**config.mk**
```make
export PLATFORM = sky130hd
export DESIGN_NAME = command_frame_builder_crc16
export DESIGN_NICKNAME = d
export VERILOG_FILES = /design/src/design/cfb_pkg.sv /design/src/design/cfb_crc8.sv /design/src/design/cfb_seq.sv /design/src/design/command_frame_builder_crc16.sv
export SDC_FILE = /design/constraint.sdc
export NUM_CORES = 1
export LEC_CHECK = 0
export ABC_AREA = 1
export CAP_MARGIN = 5
export CORE_MARGIN = 5
export CORE_UTILIZATION = 45
export DETAILED_ROUTE_END_ITERATION = 10
export DONT_BUFFER_PORTS = 1
export GPL_ROUTABILITY_DRIVEN = 0
export RECOVER_POWER = 50
export SYNTH_ARGS = -nofsm -noshare
export SYNTH_HDL_FRONTEND = slang
export SYNTH_SLANG_ARGS = --single-unit
export TNS_END_PERCENT = 100
```
**constraint.sdc**
```tcl
create_clock -name clk_i -period 7.9 [get_ports clk_i]
set_input_delay 1.185 -clock clk_i [delete_from_list [all_inputs] [get_ports clk_i]]
set_output_delay 1.185 -clock clk_i [all_outputs]
set_load 0.005 [all_outputs]
```
**src/design/cfb_pkg.sv**
```systemverilog
package cfb_pkg;

  localparam int unsigned MaxPayload = 256;
  localparam int unsigned RemW       = $clog2(MaxPayload + 1);
  localparam logic [15:0] CrcPoly    = 16'h1021;
  localparam logic [15:0] SeedReset  = 16'hFFFF;
  localparam logic [15:0] SyncReset  = 16'hAA55;
  localparam logic [15:0] TrlReset   = 16'h55AA;

  typedef enum logic {
    OP_HEADER  = 1'b0,
    OP_PAYLOAD = 1'b1
  } opcode_e;

  typedef enum logic [1:0] {
    CFG_CRC_SEED = 2'd0,
    CFG_SYNC     = 2'd1,
    CFG_TRAILER  = 2'd2
  } cfg_idx_e;

  // Kind of output run an item produces, fixed at its first byte.
  typedef enum logic [2:0] {
    K_ERR_LEN,
    K_ERR_DATA,
    K_HDR,
    K_HDR_CLOSE,
    K_DATA,
    K_DATA_CLOSE
  } kind_e;

  typedef enum logic [3:0] {
    SEL_SYNC_HI,
    SEL_SYNC_LO,
    SEL_CMD,
    SEL_LEN_HI,
    SEL_LEN_LO,
    SEL_DATA,
    SEL_CRC_HI,
    SEL_CRC_LO,
    SEL_TRL_HI,
    SEL_TRL_LO,
    SEL_ERR
  } sel_e;

  typedef struct packed {
    logic        opcode;
    logic [7:0]  command;
    logic [15:0] payload_length;
    logic [7:0]  data_byte;
  } cfb_in_t;

  typedef struct packed {
    logic [7:0] out_byte;
    logic       last_of_run;
    logic       error_flag;
  } cfb_out_t;

  typedef struct packed {
    logic [15:0] crc_seed;
    logic [15:0] sync_word;
    logic [15:0] trailer_word;
  } cfb_cfg_t;

endpackage

```
**src/design/cfb_crc8.sv**
```systemverilog
module cfb_crc8 (
  input  logic [15:0] crc_i,
  input  logic [7:0]  byte_i,
  output logic [15:0] crc_o
);
  import cfb_pkg::*;

  logic [15:0] c;

  // One byte through the CRC-CCITT register, MSB first.
  always_comb begin
    c = crc_i ^ {byte_i, 8'h00};
    for (int b = 0; b < 8; b++) begin
      if (c[15]) begin
        c = {c[14:0], 1'b0} ^ CrcPoly;
      end else begin
        c = {c[14:0], 1'b0};
      end
    end
    crc_o = c;
  end

endmodule

```
**src/design/cfb_seq.sv**
```systemverilog
module cfb_seq (
  input  logic              clk_i,
  input  logic              rst_ni,
  input  logic              step_i,
  input  cfb_pkg::cfb_in_t  item_i,
  input  cfb_pkg::cfb_cfg_t cfg_i,
  output cfb_pkg::cfb_out_t res_o
);
  import cfb_pkg::*;

  localparam logic [15:0]   MaxLen  = 16'(MaxPayload);
  localparam logic [RemW-1:0] RemOne = RemW'(1);

  logic [3:0]      pos_q, pos_d;
  kind_e           kind_q, kind_d, kind_c;
  logic [15:0]     crc_q, crc_d, crc_base, crc_next;
  logic [RemW-1:0] rem_q, rem_d;
  logic            open_q, open_d;
  sel_e            sel;
  logic            framed;
  logic            last;
  logic [7:0]      byte_val;

  // Classify the item against the frame state at its first byte.
  always_comb begin
    if (item_i.opcode == OP_HEADER) begin
      if (item_i.payload_length > MaxLen) begin
        kind_c = K_ERR_LEN;
      end else if (item_i.payload_length == 16'd0) begin
        kind_c = K_HDR_CLOSE;
      end else begin
        kind_c = K_HDR;
      end
    end else begin
      if (!open_q || rem_q == '0) begin
        kind_c = K_ERR_DATA;
      end else if (rem_q == RemOne) begin
        kind_c = K_DATA_CLOSE;
      end else begin
        kind_c = K_DATA;
      end
    end
  end

  assign kind_d = (pos_q == 4'd0) ? kind_c : kind_q;

  always_comb begin
    sel  = SEL_ERR;
    last = 1'b1;
    unique case (kind_d)
      K_ERR_LEN, K_ERR_DATA: begin
        sel  = SEL_ERR;
        last = 1'b1;
      end
      K_HDR, K_HDR_CLOSE: begin
        unique case (pos_q)
          4'd0:    sel = SEL_SYNC_HI;
          4'd1:    sel = SEL_SYNC_LO;
          4'd2:    sel = SEL_CMD;
          4'd3:    sel = SEL_LEN_HI;
          4'd4:    sel = SEL_LEN_LO;
          4'd5:    sel = SEL_CRC_HI;
          4'd6:    sel = SEL_CRC_LO;
          4'd7:    sel = SEL_TRL_HI;
          default: sel = SEL_TRL_LO;
        endcase
        last = (kind_d == K_HDR) ? (pos_q == 4'd4) : (pos_q == 4'd8);
      end
      K_DATA, K_DATA_CLOSE: begin
        unique case (pos_q)
          4'd0:    sel = SEL_DATA;
          4'd1:    sel = SEL_CRC_HI;
          4'd2:    sel = SEL_CRC_LO;
          4'd3:    sel = SEL_TRL_HI;
          default: sel = SEL_TRL_LO;
        endcase
        last = (kind_d == K_DATA) ? 1'b1 : (pos_q == 4'd4);
      end
      default: begin
        sel  = SEL_ERR;
        last = 1'b1;
      end
    endcase
  end

  always_comb begin
    framed   = 1'b0;
    byte_val = 8'h00;
    unique case (sel)
      SEL_SYNC_HI: begin framed = 1'b1; byte_val = cfg_i.sync_word[15:8]; end
      SEL_SYNC_LO: begin framed = 1'b1; byte_val = cfg_i.sync_word[7:0]; end
      SEL_CMD:     begin framed = 1'b1; byte_val = item_i.command; end
      SEL_LEN_HI:  begin framed = 1'b1; byte_val = item_i.payload_length[15:8]; end
      SEL_LEN_LO:  begin framed = 1'b1; byte_val = item_i.payload_length[7:0]; end
      SEL_DATA:    begin framed = 1'b1; byte_val = item_i.data_byte; end
      SEL_CRC_HI:  byte_val = crc_q[15:8];
      SEL_CRC_LO:  byte_val = crc_q[7:0];
      SEL_TRL_HI:  byte_val = cfg_i.trailer_word[15:8];
      SEL_TRL_LO:  byte_val = cfg_i.trailer_word[7:0];
      default:     byte_val = 8'h00;
    endcase
  end

  // Restart from the seed on the first sync byte of a frame.
  assign crc_base = (sel == SEL_SYNC_HI) ? cfg_i.crc_seed : crc_q;

  cfb_crc8 u_crc (
    .crc_i  (crc_base),
    .byte_i (byte_val),
    .crc_o  (crc_next)
  );

  assign res_o.out_byte    = byte_val;
  assign res_o.last_of_run = last;
  assign res_o.error_flag  = (sel == SEL_ERR);

  always_comb begin
    pos_d  = pos_q;
    crc_d  = crc_q;
    rem_d  = rem_q;
    open_d = open_q;
    if (step_i) begin
      pos_d = last ? 4'd0 : pos_q + 4'd1;
      if (framed) begin
        crc_d = crc_next;
      end
      if (pos_q == 4'd0) begin
        unique case (kind_d)
          K_ERR_LEN, K_HDR_CLOSE, K_DATA_CLOSE: begin
            open_d = 1'b0;
            rem_d  = '0;
          end
          K_HDR: begin
            open_d = 1'b1;
            rem_d  = item_i.payload_length[RemW-1:0];
          end
          K_DATA: rem_d = rem_q - RemOne;
          default: ;
        endcase
      end
    end
  end

  always_ff @(posedge clk_i or negedge rst_ni) begin
    if (!rst_ni) begin
      pos_q  <= 4'd0;
      kind_q <= K_ERR_DATA;
      crc_q  <= 16'h0000;
      rem_q  <= '0;
      open_q <= 1'b0;
    end else begin
      pos_q  <= pos_d;
      kind_q <= kind_d;
      crc_q  <= crc_d;
      rem_q  <= rem_d;
      open_q <= open_d;
    end
  end

endmodule

```
**src/design/command_frame_builder_crc16.sv**
```systemverilog
// An accepted request is held in item_q; each result byte is registered in out_q before output.
// A payload or error request gives one output byte, the payload byte that ends a frame five,
// a header five, or nine with zero length; one byte goes out per cycle unless the output stalls.
// Reset: asynchronous, active low; clears frame state and the CRC register and
// loads seed 0xFFFF, sync 0xAA55 and trailer 0x55AA.
module command_frame_builder_crc16 (
  input  logic              clk_i,
  input  logic              rst_ni,
  input  logic              in_valid_i,
  output logic              in_ready_o,
  input  cfb_pkg::cfb_in_t  in_req_i,
  output logic              out_valid_o,
  input  logic              out_ready_i,
  output cfb_pkg::cfb_out_t out_rsp_o,
  input  logic              cfg_we_i,
  input  logic [1:0]        cfg_idx_i,
  input  logic [15:0]       cfg_data_i
);
  import cfb_pkg::*;

  cfb_cfg_t cfg_q;
  cfb_in_t  item_q;
  logic     item_valid_q;
  cfb_out_t out_q;
  logic     out_valid_q;
  cfb_out_t res;
  logic     out_adv;
  logic     step;
  logic     accept;

  always_ff @(posedge clk_i or negedge rst_ni) begin
    if (!rst_ni) begin
      cfg_q.crc_seed     <= SeedReset;
      cfg_q.sync_word    <= SyncReset;
      cfg_q.trailer_word <= TrlReset;
    end else if (cfg_we_i) begin
      unique case (cfg_idx_i)
        CFG_CRC_SEED: cfg_q.crc_seed     <= cfg_data_i;
        CFG_SYNC:     cfg_q.sync_word    <= cfg_data_i;
        CFG_TRAILER:  cfg_q.trailer_word <= cfg_data_i;
        default: ;
      endcase
    end
  end

  assign out_adv    = !out_valid_q || out_ready_i;
  assign step       = item_valid_q && out_adv;
  // Take the next request while the last byte of this one moves out.
  assign in_ready_o = !item_valid_q || (out_adv && res.last_of_run);
  assign accept     = in_valid_i && in_ready_o;

  cfb_seq u_seq (
    .clk_i  (clk_i),
    .rst_ni (rst_ni),
    .step_i (step),
    .item_i (item_q),
    .cfg_i  (cfg_q),
    .res_o  (res)
  );

  always_ff @(posedge clk_i) begin
    if (accept) begin
      item_q <= in_req_i;
    end
    if (step) begin
      out_q <= res;
    end
  end

  always_ff @(posedge clk_i or negedge rst_ni) begin
    if (!rst_ni) begin
      item_valid_q <= 1'b0;
      out_valid_q  <= 1'b0;
    end else begin
      if (accept) begin
        item_valid_q <= 1'b1;
      end else if (step && res.last_of_run) begin
        item_valid_q <= 1'b0;
      end
      if (out_adv) begin
        out_valid_q <= step;
      end
    end
  end

  assign out_valid_o = out_valid_q;
  assign out_rsp_o   = out_q;

endmodule

```
== Word level (Yosys, flattened, before mapping) ==
Memory sizes are Yosys's and may differ from the RTL's.
Cells that the tools add are included.
Widths: inputs -> output; s select.

* $lt $le $gt $ge: 1
* Add/subtract/negate cells: 2
* Bitwise operators: 9
* Reductions and logical operators: 29
* Equality and inequality tests: 22
* Muxes and demuxes: 28

{| class="wikitable"
|+ Operators by type and width
! operator !! count
|-
| $mux 13 || 8
|-
| $pmux 8 s10 || 1
|-
| $pmux 9 s3 || 1
|-
| $not 3->3 || 8
|-
| $eq 4x3->1 const B || 5
|-
| $eq 4x2->1 const B || 4
|-
| $eq 4x4->1 const B || 4
|-
| $gt 16x9->1 const B || 1
|-
| $logic_not 16->1 || 1
|-
| $mux 16 || 1
|-
| $pmux 4 s4 || 1
|-
| $xor 16x16->16 || 1
|-
| $mux 3 || 4
|-
| $eq 9x1->1 const B || 1
|-
| $logic_not 9->1 || 1
|-
| $sub 9x1->9 const B || 1
|-
| $eq 4x1->1 const B || 2
|-
| $logic_not 4->1 || 2
|-
| $mux 4 || 2
|-
| $pmux 4 s2 || 1
|-
| $reduce_and 2->1 || 4
|-
| $mux 1 || 7
|-
| $eq 3x2->1 const B || 2
|-
| $eq 3x3->1 const B || 2
|-
| other kinds (15) || 26
|}

* Bits in read-only memories: 32
* Register bits: 126
* Memories: 1
* Input port bits: 56

{| class="wikitable"
|+ Memory list
! memory !! depth !! bits a word !! read ports !! clocked after Yosys merged registers in !! wr ports !! RTL line !! text
|-
| (no name shown) || 8 || 4 || 1 || 0 || 0 || cfb_seq.sv:56 || <nowiki>unique case (pos_q)</nowiki>
|}

== Logic depth before layout (Yosys ltp) ==
* Depth in word-level cells: 27
* Gate-level depth with buffers: 25
* Gate-level depth less buffers: 24

== Modules after synthesis ==
Synthesis repeated with hierarchy kept, for this count alone.

* Cells, all modules: 874
* Area total of the unflattened synthesis: 6,936.7 µm²

{| class="wikitable"
|+ By module, submodules not included
! module !! cells each !! area each (µm²) !! seq. area each (µm²) !! times used
|-
| command_frame_builder_crc16 || 247 || 3,303.2 || 2,582.5 || 1
|-
| cfb_seq || 512 || 3,144.3 || 827.0 || 1
|-
| cfb_crc8 || 115 || 489.2 || 0.0 || 1
|}

== Least setup slack after synthesis ==
No wires, ideal clock.

* Path type: reg2reg
* From: register u_seq.rem_q[0]
* To: register item_q[0] (netlist bit) (enable)
* Arrival time: 3.283 ns
* Cell stages (with the launch flop): 14
* Slack: 4.194 ns
* Period minus slack after synthesis: 3.706 ns
* Required time: 7.477 ns
* Path through: dfrtp_1 inv_1 ha_1 nand3_1 o221ai_1 o21ai_0 nand2_1 o21a_1 nand4_1 o2111ai_1 nand2_1 o21ai_0 inv_1 nor2_1

* Word-level cells in the longest chain between the ends: 11
* Elaborated cells on any way between the ends: 19

{| class="wikitable"
|+ Ends and longest elaborated chain
! what !! RTL line !! text
|-
| start, declared || cfb_seq.sv:17 || <nowiki>logic [RemW-1:0] rem_q, rem_d;</nowiki>
|-
| start signal, assigned || cfb_seq.sv:155 || <nowiki>rem_q <= rem_d;</nowiki>
|-
| $eq 9x1->1 or $logic_not 9->1 (tied branches) || cfb_seq.sv:37, cfb_seq.sv:35 ||
|-
| $mux 1 or $logic_or 1x1->1 (tied branches) || cfb_seq.sv:37, cfb_seq.sv:35 ||
|-
| $mux 3 (*) || cfb_seq.sv:35 || <nowiki>if (!open_q || rem_q == '0) begin</nowiki>
|-
| $mux 3 (*) || cfb_seq.sv:26 || <nowiki>if (item_i.opcode == OP_HEADER) begin</nowiki>
|-
| $mux 3 (*) || cfb_seq.sv:45 || <nowiki>assign kind_d = (pos_q == 4'd0) ? kind_c : kind_q;</nowiki>
|-
| net u_seq.kind_d[0] || cfb_seq.sv:15 || <nowiki>kind_e kind_q, kind_d, kind_c;</nowiki>
|-
| $eq 3x3->1, or another cell as far along || cfb_seq.sv:50, cfb_seq.sv:77 ||
|-
| $mux 1, or another cell as far along || cfb_seq.sv:77 || <nowiki>last = (kind_d == K_DATA) ? 1'b1 : (pos_q == 4'd4);</nowiki>
|-
| $pmux 1 s2 (*) || cfb_seq.sv:50 || <nowiki>unique case (kind_d)</nowiki>
|-
| $logic_and 1x1->1 (*) || command_frame_builder_crc16.sv:49 || <nowiki>assign in_ready_o = !item_valid_q || (out_adv && res.last_of_run);</nowiki>
|-
| $logic_or 1x1->1 (*) || command_frame_builder_crc16.sv:49 ||
|-
| net in_ready_o || command_frame_builder_crc16.sv:10 || <nowiki>output logic in_ready_o,</nowiki>
|-
| $logic_and 1x1->1 (*) || command_frame_builder_crc16.sv:50 || <nowiki>assign accept = in_valid_i && in_ready_o;</nowiki>
|-
| net accept || command_frame_builder_crc16.sv:29 || <nowiki>logic accept;</nowiki>
|-
| end signal, assigned || command_frame_builder_crc16.sv:63 || <nowiki>item_q <= in_req_i;</nowiki>
|-
| end, declared || command_frame_builder_crc16.sv:22 || <nowiki>cfb_in_t item_q;</nowiki>
|}

Mark *: on every way through the listed nets, which the timed path passes. The rest lies on a longest branch.
A chain may end at the register's enable or synchronous reset.

== Worst setup path after layout ==
* From: register item_q[18] (netlist bit)
* To: output port in_ready_o

* Word-level cells in the longest chain between the ends: 10
* Elaborated cells on any way between the ends: 17

{| class="wikitable"
|+ Ends and longest elaborated chain
! what !! RTL line !! text
|-
| parallel branches: the longest is 2 deep, another holds $gt 16x9->1 || - ||
|-
| $mux 3 (*) || cfb_seq.sv:27 || <nowiki>if (item_i.payload_length > MaxLen) begin</nowiki>
|-
| $mux 3 (*) || cfb_seq.sv:26 ||
|-
| $mux 3 (*) || cfb_seq.sv:45 ||
|-
| net u_seq.kind_d[0] || cfb_seq.sv:15 ||
|-
| $eq 3x3->1, or another cell as far along || cfb_seq.sv:50, cfb_seq.sv:77 ||
|-
| $mux 1, or another cell as far along || cfb_seq.sv:77 ||
|-
| $pmux 1 s2 (*) || cfb_seq.sv:50 ||
|-
| $logic_and 1x1->1 (*) || command_frame_builder_crc16.sv:49 ||
|-
| $logic_or 1x1->1 (*) || command_frame_builder_crc16.sv:49 ||
|-
| end, declared || command_frame_builder_crc16.sv:10 ||
|}

Mark *: on every way through the listed nets, which the timed path passes.

==> metrics.md <==
| Metric | Value |
|---|---|
| Status | `completed` |
| RSZ-0062 raised after global routing | `no` |
| Share of cells above drive strength 1 | `0.175` |
| Initial antenna violation count | `0` |
| Skew final | `9.73 ps` |
| Setup-failing EPs final | `0` |
| Fin area | `7560 µm²` |
| Worst-path clk slew | `approximately 60 ps` |
| Post-DP HPWL | `11900 µm` |
| P_leak | `between 0.003 and 0.004 µW` |
| I/O Buffers | `0` |
| Top cell type by total area after synthesis | `edfxtp_1` |
| Die width | `133 µm` |
| Commonest non-fill, non-tap cell in the layout | `nand2_1` |
| Core outline area | `between 15000 and 20000 µm²` |
| TritonCTS Sinks | `126` |
| Placed cell count | `952` |
| Vias in the first global route | `a little over 5000` |
| Hold Violations, Final | `0` |
| Seq. cell area | `between 3000 and 4000 µm²` |
| CP Class | `flop to output port` |
| Post-CTS Resized | `0` |
| CP endpoint kind | `output port` |
| Cts hold-fix bufs | `0` |
| Synthesized area | `a little under 7000 µm²` |
| Top post-synthesis cells by area | `edfxtp_1 19%, dfrtp_1 18%, dfstp_2 13%` |
| Pin count of the biggest net entering global routing | `84` |
| Wire per inst | `roughly 17 µm` |
| Placed cell area | `6910 µm²` |
| Relative slew margins | `0.288` |
| Min-Delay Path Class | `input port to asynchronous set/reset pin` |
| Yosys warns | `0` |
| Gate Count Post-Synth | `787` |
| IO Pins | `68` |
| Die area | `between 15000 and 20000 µm²` |
| Clock Tree Root | `clkbuf_16` |
| Area of the multi-input gates | `approximately 2900 µm²` |
| DRC violations left | `0` |
| Seq/Total Area, Yosys | `0.500` |
| Clk buf depth | `2` |
| Syn_nets | `852` |
| Routed vias | `5387` |
| Hold slack | `between 400 and 500 ps` |
| DRT Pass-1 Iters | `5` |
| FILL cells | `approximately 1400` |
| # nets final | `about 850` |
| Critical Path Source Type | `flop` |
| Peak supply drop | `145 µV` |
| Distinct cell type count after synthesis | `between 40 and 50` |
| First-iteration detailed-routing DRC count | `around 460` |
| Routed WL | `16700 µm` |
| Max FO, Critical Path | `6` |
| Most frequent cells in the layout | `220 x nand2_1, 88 x nand3_1, 75 x inv_1, 67 x o21ai_0, 50 x dfrtp_1` |
| Pins over their slew limit | `0` |
| Ant diodes | `0` |
| Tightest Pin Transition | `between 1000 and 1500 ps` |
| Post-Layout Cell Count | `roughly 980` |
| Min Tclk post-route | `between 3000 and 4000 ps` |
| Power Density | `between 200 and 250 nW/µm²` |
| First-pass GRT wire length | `between 20000 and 30000 µm` |
| Fmax | `0.250 GHz` |
| TritonCTS buffer count | `17` |
| Top-area cell type share of the netlist area | `0.189` |
| Post-route ant nets | `0` |
| CP Data Required Time | `between 6000 and 7000 ps` |
| Initial Util | `0.454` |
| Grt total ovfl | `0` |
| Max H-tree Level | `4` |
| Avg Inst Size Synth | `just under 9 µm²` |
| Die H | `between 100 and 150 µm` |
| Synth-to-layout area growth | `10.9%` |
| CTS tree | `yes` |
| WP data arrival | `2810 ps` |
| Setup_tns | `0 ps` |
| Post-CTS setup buffer count | `0` |
| Site row count | `between 40 and 50` |
| GRT Util Overall | `0.196` |
| Max Cap Violations | `0` |
| Vias/cell | `about 5.5` |
| Seq cells post-synth | `around 130` |
| Worst-Skew Late Latency | `between 400 and 500 ps` |
| Fin crit share | `0.506` |
==> flip-flops by register name, summed over array words and instances (netlist names) <==
name          cells
out_valid_o       1
u_seq.open_q      1
u_seq.rem_q       9
item_valid_q      1
u_seq.kind_q      3
out_rsp_o        10
cfg_q            48
item_q           33
u_seq.pos_q       4
u_seq.crc_q      16
==> cell families (layout without fill, tap and decap cells) <==
group,Yosys count,after routing,synth area share
AOI/OAI and AO/OA,100,100,0.0826
xor gates and xnor gates,10,10,0.0128
adders and majority gates,9,9,0.0165
buffers and inverters,110,119,0.0715
DFF,126,126,0.500
muxes,9,9,0.0139
and+or+nand+nor,423,423,0.303
==> worst paths after layout <==
check | from | end | slack [ps] | cells after the start
setup reg to reg | u_seq.pos_q[0] | u_seq.crc_q[8] | 4080 | 19
setup / recovery | item_q[18] | in_ready_o | 3900 | 11
min in group clk_i | item_valid_q | out_valid_o | 470 | 2
hold reg to reg | item_valid_q | out_valid_o | 470 | 2
max in group asynchronous | rst_ni | cfg_q[41] | 7170 | 0
hold / removal | rst_ni | u_seq.rem_q[6] | 460 | 0
==> routing by layer <==
layer / GRT usage / routed length (µm) / vias to the layer above
met4: 0.0520 / 168 / 0
met5: 0 / 0 / -
met2: 0.302 / 7780 / 167
li1: - / - / 2606
met3: 0.0540 / 1020 / 15
met1: 0.273 / 7690 / 2599
==> through the flow <==
| stage | power [µW] | utilization | setup WS (ps) |
|---|---|---|---|
| 6_report | 1790 | 0.503 | 3900 |
| 5_1_grt | 1860 | 0.503 | 3620 |
| 4_1_cts | 1800 | 0.504 | 3960 |
| 3_5_place_dp | 914 | 0.460 | 4270 |
| 3_3_place_gp | 909 | 0.460 | 4350 |
| 2_1_floorplan | 879 | - | 4190 |
==> synthesized netlist by cell type (all sizes together) <==
| master | n |
|---|---|
| nand2 | 237 |
| nand3 | 100 |
| inv | 85 |
| o21ai | 76 |
| nor2 | 55 |
| dfrtp | 50 |
| edfxtp | 43 |
| dfstp | 33 |
| nand4 | 22 |
| buf | 14 |
| clkbuf | 11 |
| ha | 9 |
| xor2 | 8 |
| a21oi | 7 |
| o22ai | 7 |
| mux2i | 5 |
| mux2 | 4 |
| nor3 | 4 |
| nand3b | 3 |
| a22oi | 2 |
| o2111ai | 2 |
| o31ai | 2 |
| xnor2 | 2 |
| a211oi | 1 |
| a31oi | 1 |
| and3 | 1 |
| nor4 | 1 |
| o21a | 1 |
| o221ai | 1 |
==> critical path, stage by stage (launching register included) <==
cell and delay [ps]:
edfxtp_1 400, nor2_1 170, nand4_1 200, nor3_1 260, o21ai_0 150, nand2_1 80, o21a_1 250, inv_1 90
nor3_1 310, nand2_1 100, nand2_1 190, o21ai_0 200
==> power breakdown <==
group / switching, µW / internal [µW] / leakage (µW)
combinational: 68.3 / 36.9 / 0.00191
clock: 296 / 592 / 0.000326
sequential: 37.6 / 761 / 0.00141
total: 402 / 1390 / 0.00364
==> area by class of cell <==
cell class	count	area share
flip-flops and latches	126	0.451
clock buffers	18	0.0568
multi-input cells	551	0.386
inverters	85	0.0429
repair buffers	2	0.00149
clock inverters	14	0.0314
well taps	188	0.0311
(Power assumes the default switching activity.)
